[config.mk]
export PLATFORM = sky130hd
export DESIGN_NAME = fbr_gen
export DESIGN_NICKNAME = d
export VERILOG_FILES = /design/src/rtl/fbr_pkg.sv /design/src/rtl/fbr_gen.sv
export SDC_FILE = /design/constraint.sdc
export NUM_CORES = 2
export LEC_CHECK = 0
export BUFFER_PORTS_ARGS = -buffer_cell sky130_fd_sc_hd__buf_2
export CORE_UTILIZATION = 40
export CTS_CLUSTER_DIAMETER = 80
export DETAILED_ROUTE_END_ITERATION = 10
export PLACE_DENSITY_LB_ADDON = 0.3
export SYNTH_ARGS = -nofsm -noshare
export SYNTH_HDL_FRONTEND = slang
export SYNTH_SLANG_ARGS = --single-unit
[constraint.sdc]
create_clock -name clock -period 11.6 [get_ports clock]
set_clock_uncertainty 0.05 [all_clocks]
set_input_delay 2.32 -clock clock [delete_from_list [all_inputs] [get_ports clock]]
set_output_delay 2.32 -clock clock [all_outputs]
set_load 0.01 [all_outputs]
[src/rtl/fbr_pkg.sv]
// Shared types and constants of the framebuffer line and ellipse rasteriser.
`timescale 1ns / 1ps
`default_nettype none
package fbr_pkg;

   localparam int FB_BYTES = 1024;
   localparam int ADDR_W   = $clog2(FB_BYTES);
   localparam int BA_W     = 12;

   localparam logic [2:0] OP_PIXEL    = 3'd0;
   localparam logic [2:0] OP_LINE     = 3'd1;
   localparam logic [2:0] OP_ELLIPSE  = 3'd2;
   localparam logic [2:0] OP_RECT     = 3'd3;
   localparam logic [2:0] OP_FILL_ELL = 3'd4;
   localparam logic [2:0] OP_CLEAR    = 3'd5;
   localparam logic [2:0] OP_READ     = 3'd6;

   localparam logic [1:0] MODE_CLR  = 2'd0;
   localparam logic [1:0] MODE_SET  = 2'd1;
   localparam logic [1:0] MODE_XOR  = 2'd2;

   localparam logic CSR_FB_WIDTH = 1'b0;
   localparam logic CSR_FB_PAGES = 1'b1;

   typedef logic signed [11:0] coord_type;

   typedef enum logic [1:0] {K_PLOT, K_READ, K_CLEAR, K_END} kind_type;

   typedef struct packed {
      logic              valid;
      kind_type          kind;
      logic [1:0]        mode;
      logic [11:0]       x;
      logic [11:0]       y;
      logic [BA_W-1:0]   addr;
   } pix_type;

   typedef struct packed {
      logic [2:0]        op;
      logic [8:0]        x_a;
      logic [8:0]        y_a;
      logic [8:0]        x_b;
      logic [8:0]        y_b;
      logic [7:0]        radius_x;
      logic [7:0]        radius_y;
      logic [1:0]        mode;
      logic [9:0]        read_addr;
   } cmd_type;

endpackage
`default_nettype wire

[src/rtl/fbr_gen.sv]
// Command sequencer: walks lines, ellipses, rectangles and sweeps as a pixel word stream.
`timescale 1ns / 1ps
`default_nettype none
module fbr_gen import fbr_pkg::*; (
   input  wire logic    clock,
   input  wire logic    reset,
   input  wire logic    start_i,
   input  wire cmd_type cmd_i,
   input  wire logic [7:0] fb_width_i,
   input  wire logic [3:0] fb_pages_i,
   output logic         busy_o,
   output pix_type      item_o
);

   typedef enum logic [3:0] {
      S_IDLE, S_CLR, S_END, S_LINE, S_E1, S_E2, S_E3, S_EPTS,
      S_EROW2, S_ESTEP, S_ETIP, S_RECT, S_HLINE
   } state_type;

   state_type        state_ff, ret_ff;
   pix_type          item_ff;
   logic             resp_ff, fill_ff;
   logic [1:0]       mode_ff, sub_ff;
   logic [BA_W-1:0]  idx_ff;
   coord_type        lx_ff, ly_ff, lx1_ff, ly1_ff, ldx_ff, ldy_ff, lerr_ff;
   logic             lsx_ff, lsy_ff;
   coord_type        xm_ff, ym_ff;
   logic [7:0]       ea_ff, eb_ff;
   logic signed [31:0] a2_ff, b2_ff, tx_ff, ty_ff, err_ff;
   logic [8:0]       dx_ff;
   logic signed [9:0] dy_ff;
   coord_type        rxp_ff, rxq_ff, ry_ff, ry2_ff;
   coord_type        hx_ff, hhi_ff, hy_ff;

   function automatic coord_type sx(logic [8:0] v);
      return {{3{v[8]}}, v};
   endfunction

   function automatic coord_type lo_of(coord_type p, coord_type q);
      coord_type m;
      m = (p < q) ? p : q;
      return (m < 0) ? 12'sd0 : m;
   endfunction

   function automatic coord_type hi_of(coord_type p, coord_type q, coord_type wl);
      coord_type m;
      m = (p > q) ? p : q;
      return (m > wl) ? wl : m;
   endfunction

   function automatic pix_type mk(kind_type k, logic [1:0] m, coord_type x, coord_type y,
                                  logic [BA_W-1:0] a);
      pix_type r;
      r.valid = 1'b1;
      r.kind  = k;
      r.mode  = m;
      r.x     = x;
      r.y     = y;
      r.addr  = a;
      return r;
   endfunction

   coord_type wl, ymax, c_x0, c_y0, c_x1, c_y1, c_dx, c_dy, c_ylo, c_yhi;
   coord_type exp_x, exm_x, eyp_y, eym_y;
   logic signed [12:0] le2;
   logic l_c1, l_c2;
   logic signed [31:0] e2, tx_in, ty_in, err1, err_in, tb;
   logic e_c1, e_c2;
   logic [8:0] dx_in;
   logic signed [9:0] dy_in;

   always_comb begin
      wl    = $signed({4'b0000, fb_width_i}) - 12'sd1;
      ymax  = $signed({5'b00000, fb_pages_i, 3'b000}) - 12'sd1;
      c_x0  = sx(cmd_i.x_a);
      c_y0  = sx(cmd_i.y_a);
      c_x1  = sx(cmd_i.x_b);
      c_y1  = sx(cmd_i.y_b);
      c_dx  = (c_x1 > c_x0) ? c_x1 - c_x0 : c_x0 - c_x1;
      c_dy  = (c_y1 > c_y0) ? c_y0 - c_y1 : c_y1 - c_y0;
      c_ylo = (c_y0 < c_y1) ? c_y0 : c_y1;
      c_ylo = (c_ylo < 0) ? 12'sd0 : c_ylo;
      c_yhi = (c_y0 > c_y1) ? c_y0 : c_y1;
      c_yhi = (c_yhi > ymax) ? ymax : c_yhi;

      le2  = {lerr_ff, 1'b0};
      l_c1 = le2 > $signed({ldy_ff[11], ldy_ff});
      l_c2 = le2 < $signed({ldx_ff[11], ldx_ff});

      exp_x = xm_ff + $signed({3'b000, dx_ff});
      exm_x = xm_ff - $signed({3'b000, dx_ff});
      eyp_y = ym_ff + {{2{dy_ff[9]}}, dy_ff};
      eym_y = ym_ff - {{2{dy_ff[9]}}, dy_ff};

      tb     = $signed({23'd0, eb_ff, 1'b0}) - 32'sd1;
      e2     = err_ff <<< 1;
      e_c1   = e2 < tx_ff;
      tx_in  = e_c1 ? tx_ff + (b2_ff <<< 1) : tx_ff;
      dx_in  = dx_ff + {8'd0, e_c1};
      err1   = e_c1 ? err_ff + tx_in : err_ff;
      e_c2   = e2 > -ty_ff;
      ty_in  = e_c2 ? ty_ff - (a2_ff <<< 1) : ty_ff;
      err_in = e_c2 ? err1 - ty_in : err1;
      dy_in  = dy_ff - {9'd0, e_c2};
   end

   always_ff @(posedge clock) begin
      if (reset) begin
         state_ff       <= S_CLR;
         ret_ff         <= S_IDLE;
         idx_ff         <= '0;
         resp_ff        <= 1'b0;
         item_ff.valid  <= 1'b0;
      end else begin
         item_ff.valid <= 1'b0;
         case (state_ff)
            S_IDLE: begin
               if (start_i) begin
                  mode_ff <= cmd_i.mode;
                  case (cmd_i.op)
                     OP_PIXEL: begin
                        item_ff  <= mk(K_PLOT, cmd_i.mode, c_x0, c_y0, '0);
                        state_ff <= S_END;
                     end
                     OP_READ: begin
                        item_ff  <= mk(K_READ, cmd_i.mode, '0, '0,
                                       {{(BA_W-10){1'b0}}, cmd_i.read_addr});
                        state_ff <= S_END;
                     end
                     OP_CLEAR: begin
                        idx_ff   <= '0;
                        resp_ff  <= 1'b1;
                        state_ff <= S_CLR;
                     end
                     OP_LINE: begin
                        lx_ff    <= c_x0;
                        ly_ff    <= c_y0;
                        lx1_ff   <= c_x1;
                        ly1_ff   <= c_y1;
                        ldx_ff   <= c_dx;
                        ldy_ff   <= c_dy;
                        lsx_ff   <= c_x0 < c_x1;
                        lsy_ff   <= c_y0 < c_y1;
                        lerr_ff  <= c_dx + c_dy;
                        state_ff <= S_LINE;
                     end
                     OP_ELLIPSE, OP_FILL_ELL: begin
                        xm_ff    <= c_x0;
                        ym_ff    <= c_y0;
                        ea_ff    <= cmd_i.radius_x;
                        eb_ff    <= cmd_i.radius_y;
                        fill_ff  <= cmd_i.op == OP_FILL_ELL;
                        state_ff <= S_E1;
                     end
                     OP_RECT: begin
                        rxp_ff   <= c_x0;
                        rxq_ff   <= c_x1;
                        ry_ff    <= c_ylo;
                        ry2_ff   <= c_yhi;
                        state_ff <= S_RECT;
                     end
                     default: state_ff <= S_END;
                  endcase
               end
            end
            S_CLR: begin
               item_ff <= mk(K_CLEAR, mode_ff, '0, '0, idx_ff);
               if (idx_ff == BA_W'(FB_BYTES - 1)) begin
                  state_ff <= resp_ff ? S_END : S_IDLE;
               end else begin
                  idx_ff <= idx_ff + 1'b1;
               end
            end
            S_END: begin
               item_ff  <= mk(K_END, mode_ff, '0, '0, '0);
               resp_ff  <= 1'b0;
               state_ff <= S_IDLE;
            end
            S_LINE: begin
               item_ff <= mk(K_PLOT, mode_ff, lx_ff, ly_ff, '0);
               if (lx_ff == lx1_ff && ly_ff == ly1_ff) begin
                  state_ff <= S_END;
               end else begin
                  if (l_c1) lx_ff <= lsx_ff ? lx_ff + 12'sd1 : lx_ff - 12'sd1;
                  if (l_c2) ly_ff <= lsy_ff ? ly_ff + 12'sd1 : ly_ff - 12'sd1;
                  lerr_ff <= lerr_ff + (l_c1 ? ldy_ff : 12'sd0) + (l_c2 ? ldx_ff : 12'sd0);
               end
            end
            S_E1: begin
               a2_ff    <= $signed({16'd0, 16'(ea_ff * ea_ff)});
               b2_ff    <= $signed({16'd0, 16'(eb_ff * eb_ff)});
               state_ff <= S_E2;
            end
            S_E2: begin
               ty_ff    <= tb * a2_ff;
               tx_ff    <= b2_ff;
               dx_ff    <= '0;
               dy_ff    <= $signed({2'b00, eb_ff});
               state_ff <= S_E3;
            end
            S_E3: begin
               err_ff   <= b2_ff - ty_ff;
               sub_ff   <= '0;
               state_ff <= S_EPTS;
            end
            S_EPTS: begin
               if (fill_ff) begin
                  hx_ff    <= lo_of(exp_x, exm_x);
                  hhi_ff   <= hi_of(exp_x, exm_x, wl);
                  hy_ff    <= eyp_y;
                  ret_ff   <= S_EROW2;
                  state_ff <= S_HLINE;
               end else begin
                  case (sub_ff)
                     2'd0:    item_ff <= mk(K_PLOT, mode_ff, exp_x, eyp_y, '0);
                     2'd1:    item_ff <= mk(K_PLOT, mode_ff, exm_x, eyp_y, '0);
                     2'd2:    item_ff <= mk(K_PLOT, mode_ff, exm_x, eym_y, '0);
                     default: item_ff <= mk(K_PLOT, mode_ff, exp_x, eym_y, '0);
                  endcase
                  sub_ff <= sub_ff + 2'd1;
                  if (sub_ff == 2'd3) state_ff <= S_ESTEP;
               end
            end
            S_EROW2: begin
               hx_ff    <= lo_of(exm_x, exp_x);
               hhi_ff   <= hi_of(exm_x, exp_x, wl);
               hy_ff    <= eym_y;
               ret_ff   <= S_ESTEP;
               state_ff <= S_HLINE;
            end
            S_ESTEP: begin
               sub_ff <= '0;
               if (ea_ff == 8'd0 && eb_ff == 8'd0) begin
                  state_ff <= S_ETIP;
               end else begin
                  dx_ff    <= dx_in;
                  dy_ff    <= dy_in;
                  tx_ff    <= tx_in;
                  ty_ff    <= ty_in;
                  err_ff   <= err_in;
                  state_ff <= (dy_in >= 0) ? S_EPTS : S_ETIP;
               end
            end
            S_ETIP: begin
               if (dx_ff >= {1'b0, ea_ff}) begin
                  state_ff <= S_END;
               end else if (sub_ff == 2'd0) begin
                  item_ff <= mk(K_PLOT, mode_ff, exp_x + 12'sd1, ym_ff, '0);
                  sub_ff  <= 2'd1;
               end else begin
                  item_ff <= mk(K_PLOT, mode_ff, exm_x - 12'sd1, ym_ff, '0);
                  dx_ff   <= dx_ff + 9'd1;
                  sub_ff  <= 2'd0;
               end
            end
            S_RECT: begin
               if (ry_ff > ry2_ff) begin
                  state_ff <= S_END;
               end else begin
                  hx_ff    <= lo_of(rxp_ff, rxq_ff);
                  hhi_ff   <= hi_of(rxp_ff, rxq_ff, wl);
                  hy_ff    <= ry_ff;
                  ret_ff   <= S_RECT;
                  ry_ff    <= ry_ff + 12'sd1;
                  state_ff <= S_HLINE;
               end
            end
            S_HLINE: begin
               if (hx_ff > hhi_ff) begin
                  state_ff <= ret_ff;
               end else begin
                  item_ff <= mk(K_PLOT, mode_ff, hx_ff, hy_ff, '0);
                  if (hx_ff == hhi_ff) state_ff <= ret_ff;
                  else hx_ff <= hx_ff + 12'sd1;
               end
            end
            default: state_ff <= S_IDLE;
         endcase
      end
   end

   assign busy_o = (state_ff != S_IDLE) || item_ff.valid;
   assign item_o = item_ff;

endmodule
`default_nettype wire

==> results.toml <==
[run_status]
status = "finished, violations left"
violations = "design-rule violations"

[die]
die_h_um = 329
core_um2 = 105000
dieArea_um2 = 108000
floorplan.initialDensity = 0.405
rows = 119
ios = 124
chipWidth_um = 329

[logic_synthesis]
netlist.area_leader.share = 0.263
avgSynthCellArea_um2 = 8.99
post-synth-top-count-cell = "ha_1"
yosysWarnings = 0
async_flop_share = 0
synth_common_cells = "ha_1 (558), inv_1 (472), nand2_1 (425)"
synthCells = 4741
synth_area_um2 = 42600
synth-seq-cells = 394
synth.distinct_cells = 93
ys.flop_type = "edfxtp_1"
seq_area_frac_synth = 0.273
synth_top_cell_by_area = "edfxtp_1"
synthTopCellsByArea = "edfxtp_1 (26%), ha_1 (16%), fa_1 (8.4%)"
synth_edf_count = 373
synth_nets = 5559

[power_and_ir_drop]
leakage_uw = 0.0206
power_uw = 5310
ir_worst_vdd_v = 0.000127
p_per_area_nw_per_um2 = 113

[placement]
numPortBuffers = 123
dpl.hpwl_mm = 98.4
preCtsSetupSlack_ns = 2.82
gp_congestion = 0.932

[timing]
hold_violations = 0
setup_viol = 0
tns_ns = 0
clock.fmax_mhz = 113
maxSlewViolCount = 0
rsz0062_at_grt = "no"
period_needed_ns = 8.84
fin_crit_sh = 0.762
slew_headroom = 0.227
setup_ws_ns = 2.76
worstMarginPinSlew_ns = 1.15
timing.hold.ws_ns = 0.409

[grt]
grt_overflow_total = 0
grt_pass1_vias = 34400
grt_pass1_wl_mm = 194
antenna_found_initial = 5
track_usage = 0.230
grt_max_degree = 85

[cts]
clkTransAtPathRegs_ns = 0.06
htreeDepth = 2
clockBufferDepth = 3
cts.sinks = 394
cts_tree = "yes"
clk_latency_ns = 0.67
cts_made_buffers = 52
hold_buffers = 0
cts_resized = 0
cts_setup_buffers = 0
clockRootBuffer = "clkbuf_16"

[critical_path]
critical_path.slowest_cell = "a2111oi_0"
r2r_setup_slack_ns = 2.76
worstPathArrival_ns = 9.18
cp-start-kind = "register"
setup.worst_path.class = "register to register"
crit_required_ns = 11.94
crit_fanout = 49
max_stage_delay_ns = 0.87
cp-end-kind = "register"

[routing]
post-route-drc-count = 2
wl_mm = 125
num_vias = 35000
antenna_left = 0
drtPass1Iterations = 11
drt_iter0_drc = 2799
wl_per_cell_um = 19.9
viasPerCell = 5.58

[final_layout]
area_delta_synth_final_pct = 9.76
num-nets-final = 5654
drive_gt1_frac = 0.0732
fin_util = 0.444

[run]
maxCapViolCount = 0

[min_path]
min_path_type = "register to register"
[flip-flops by register name, indices dropped and copies added, names as in the netlist, 15 cells and up]
register	count
item_o	41
tx_ff	32
ty_ff	32
err_ff	31
a2_ff	15
b2_ff	15
[final timing paths]
check / depth (start not counted) / to / start
worst max register to register: 33 / err_ff[30]$_DFFE_PP_ / tx_ff[17]$_SDFFCE_PN0P_
worst min-delay path: 2 / ret_ff[3]$_SDFFE_PP0P_ / ret_ff[3]$_SDFFE_PP0P_
worst min register to register: 2 / ret_ff[3]$_SDFFE_PP0P_ / ret_ff[3]$_SDFFE_PP0P_
worst max-delay path: 33 / err_ff[30]$_DFFE_PP_ / tx_ff[17]$_SDFFCE_PN0P_
[critical path: cells and delay by family, from the launching register on]
family / cells / cell delay (ns)
AOI/OAI and AO/OA: 15 / 4.44
and+or+nand+nor: 8 / 1.14
adders and majority gates: 3 / 0.93
buffers and inverters: 2 / 0.56
muxes: 2 / 0.52
xor gates and xnor gates: 3 / 0.50
DFF: 1 / 0.43
[metal layers]
metal / GRT usage / share of wire
met1: 0.312 / 0.45
met5: 0 / 0.00020
met3: 0.0315 / 0.060
met2: 0.374 / 0.46
met4: 0.0751 / 0.032
[power by group]
group | leakage, µW | internal [µW] | switching [µW] | total [µW]
logic | 0.0161 | 724 | 1090 | 1810
clock network | 0.000856 | 986 | 718 | 1700
registers | 0.00359 | 1720 | 76.8 | 1800
[cell usage in the layout (no fill, tap or decap), drive strengths merged, types with 62 or more instances in the layout]
master  instances
fa            178
inv           480
and2           75
nand2b         65
xor2           97
o21ai         258
ha            558
nor2          389
nand3          88
a21oi         323
a21o          130
buf           183
nand4          62
nor3           81
xnor2         275
edfxtp        373
nand2         425
[per-stage QoR]
stage | instances | instance area [µm²]
6_report | 6270 | 46800
5_1_grt | 6270 | 46800
2_1_floorplan | 4741 | 42600
3_5_place_dp | 6173 | 45000
3_3_place_gp | 6173 | 45000
4_1_cts | 6269 | 46800
[cell families (layout without fill, tap and decap cells)]
group | count (synthesis) | in the layout | synth area share
xor gates and xnor gates | 372 | 372 | 0.0764
and+or+nand+nor | 1389 | 1389 | 0.153
other | 0 | 1 | 0
adders and majority gates | 736 | 736 | 0.247
muxes | 86 | 86 | 0.0213
AOI/OAI and AO/OA | 1146 | 1146 | 0.175
DFF | 394 | 394 | 0.273
buffers and inverters | 618 | 755 | 0.0547
[layout make-up]
type | instances | area [µm²]
flip-flops and latches | 394 | 11600
clock inverters | 41 | 453
diodes | 1 | 2.50
well taps | 1391 | 1740
clock buffers | 55 | 1310
repair buffers | 183 | 1070
multi-input cells | 3729 | 28800
fillers | 10300 | 58600
inverters | 476 | 1790
Note: power is estimated with default switching activity, not from simulation.
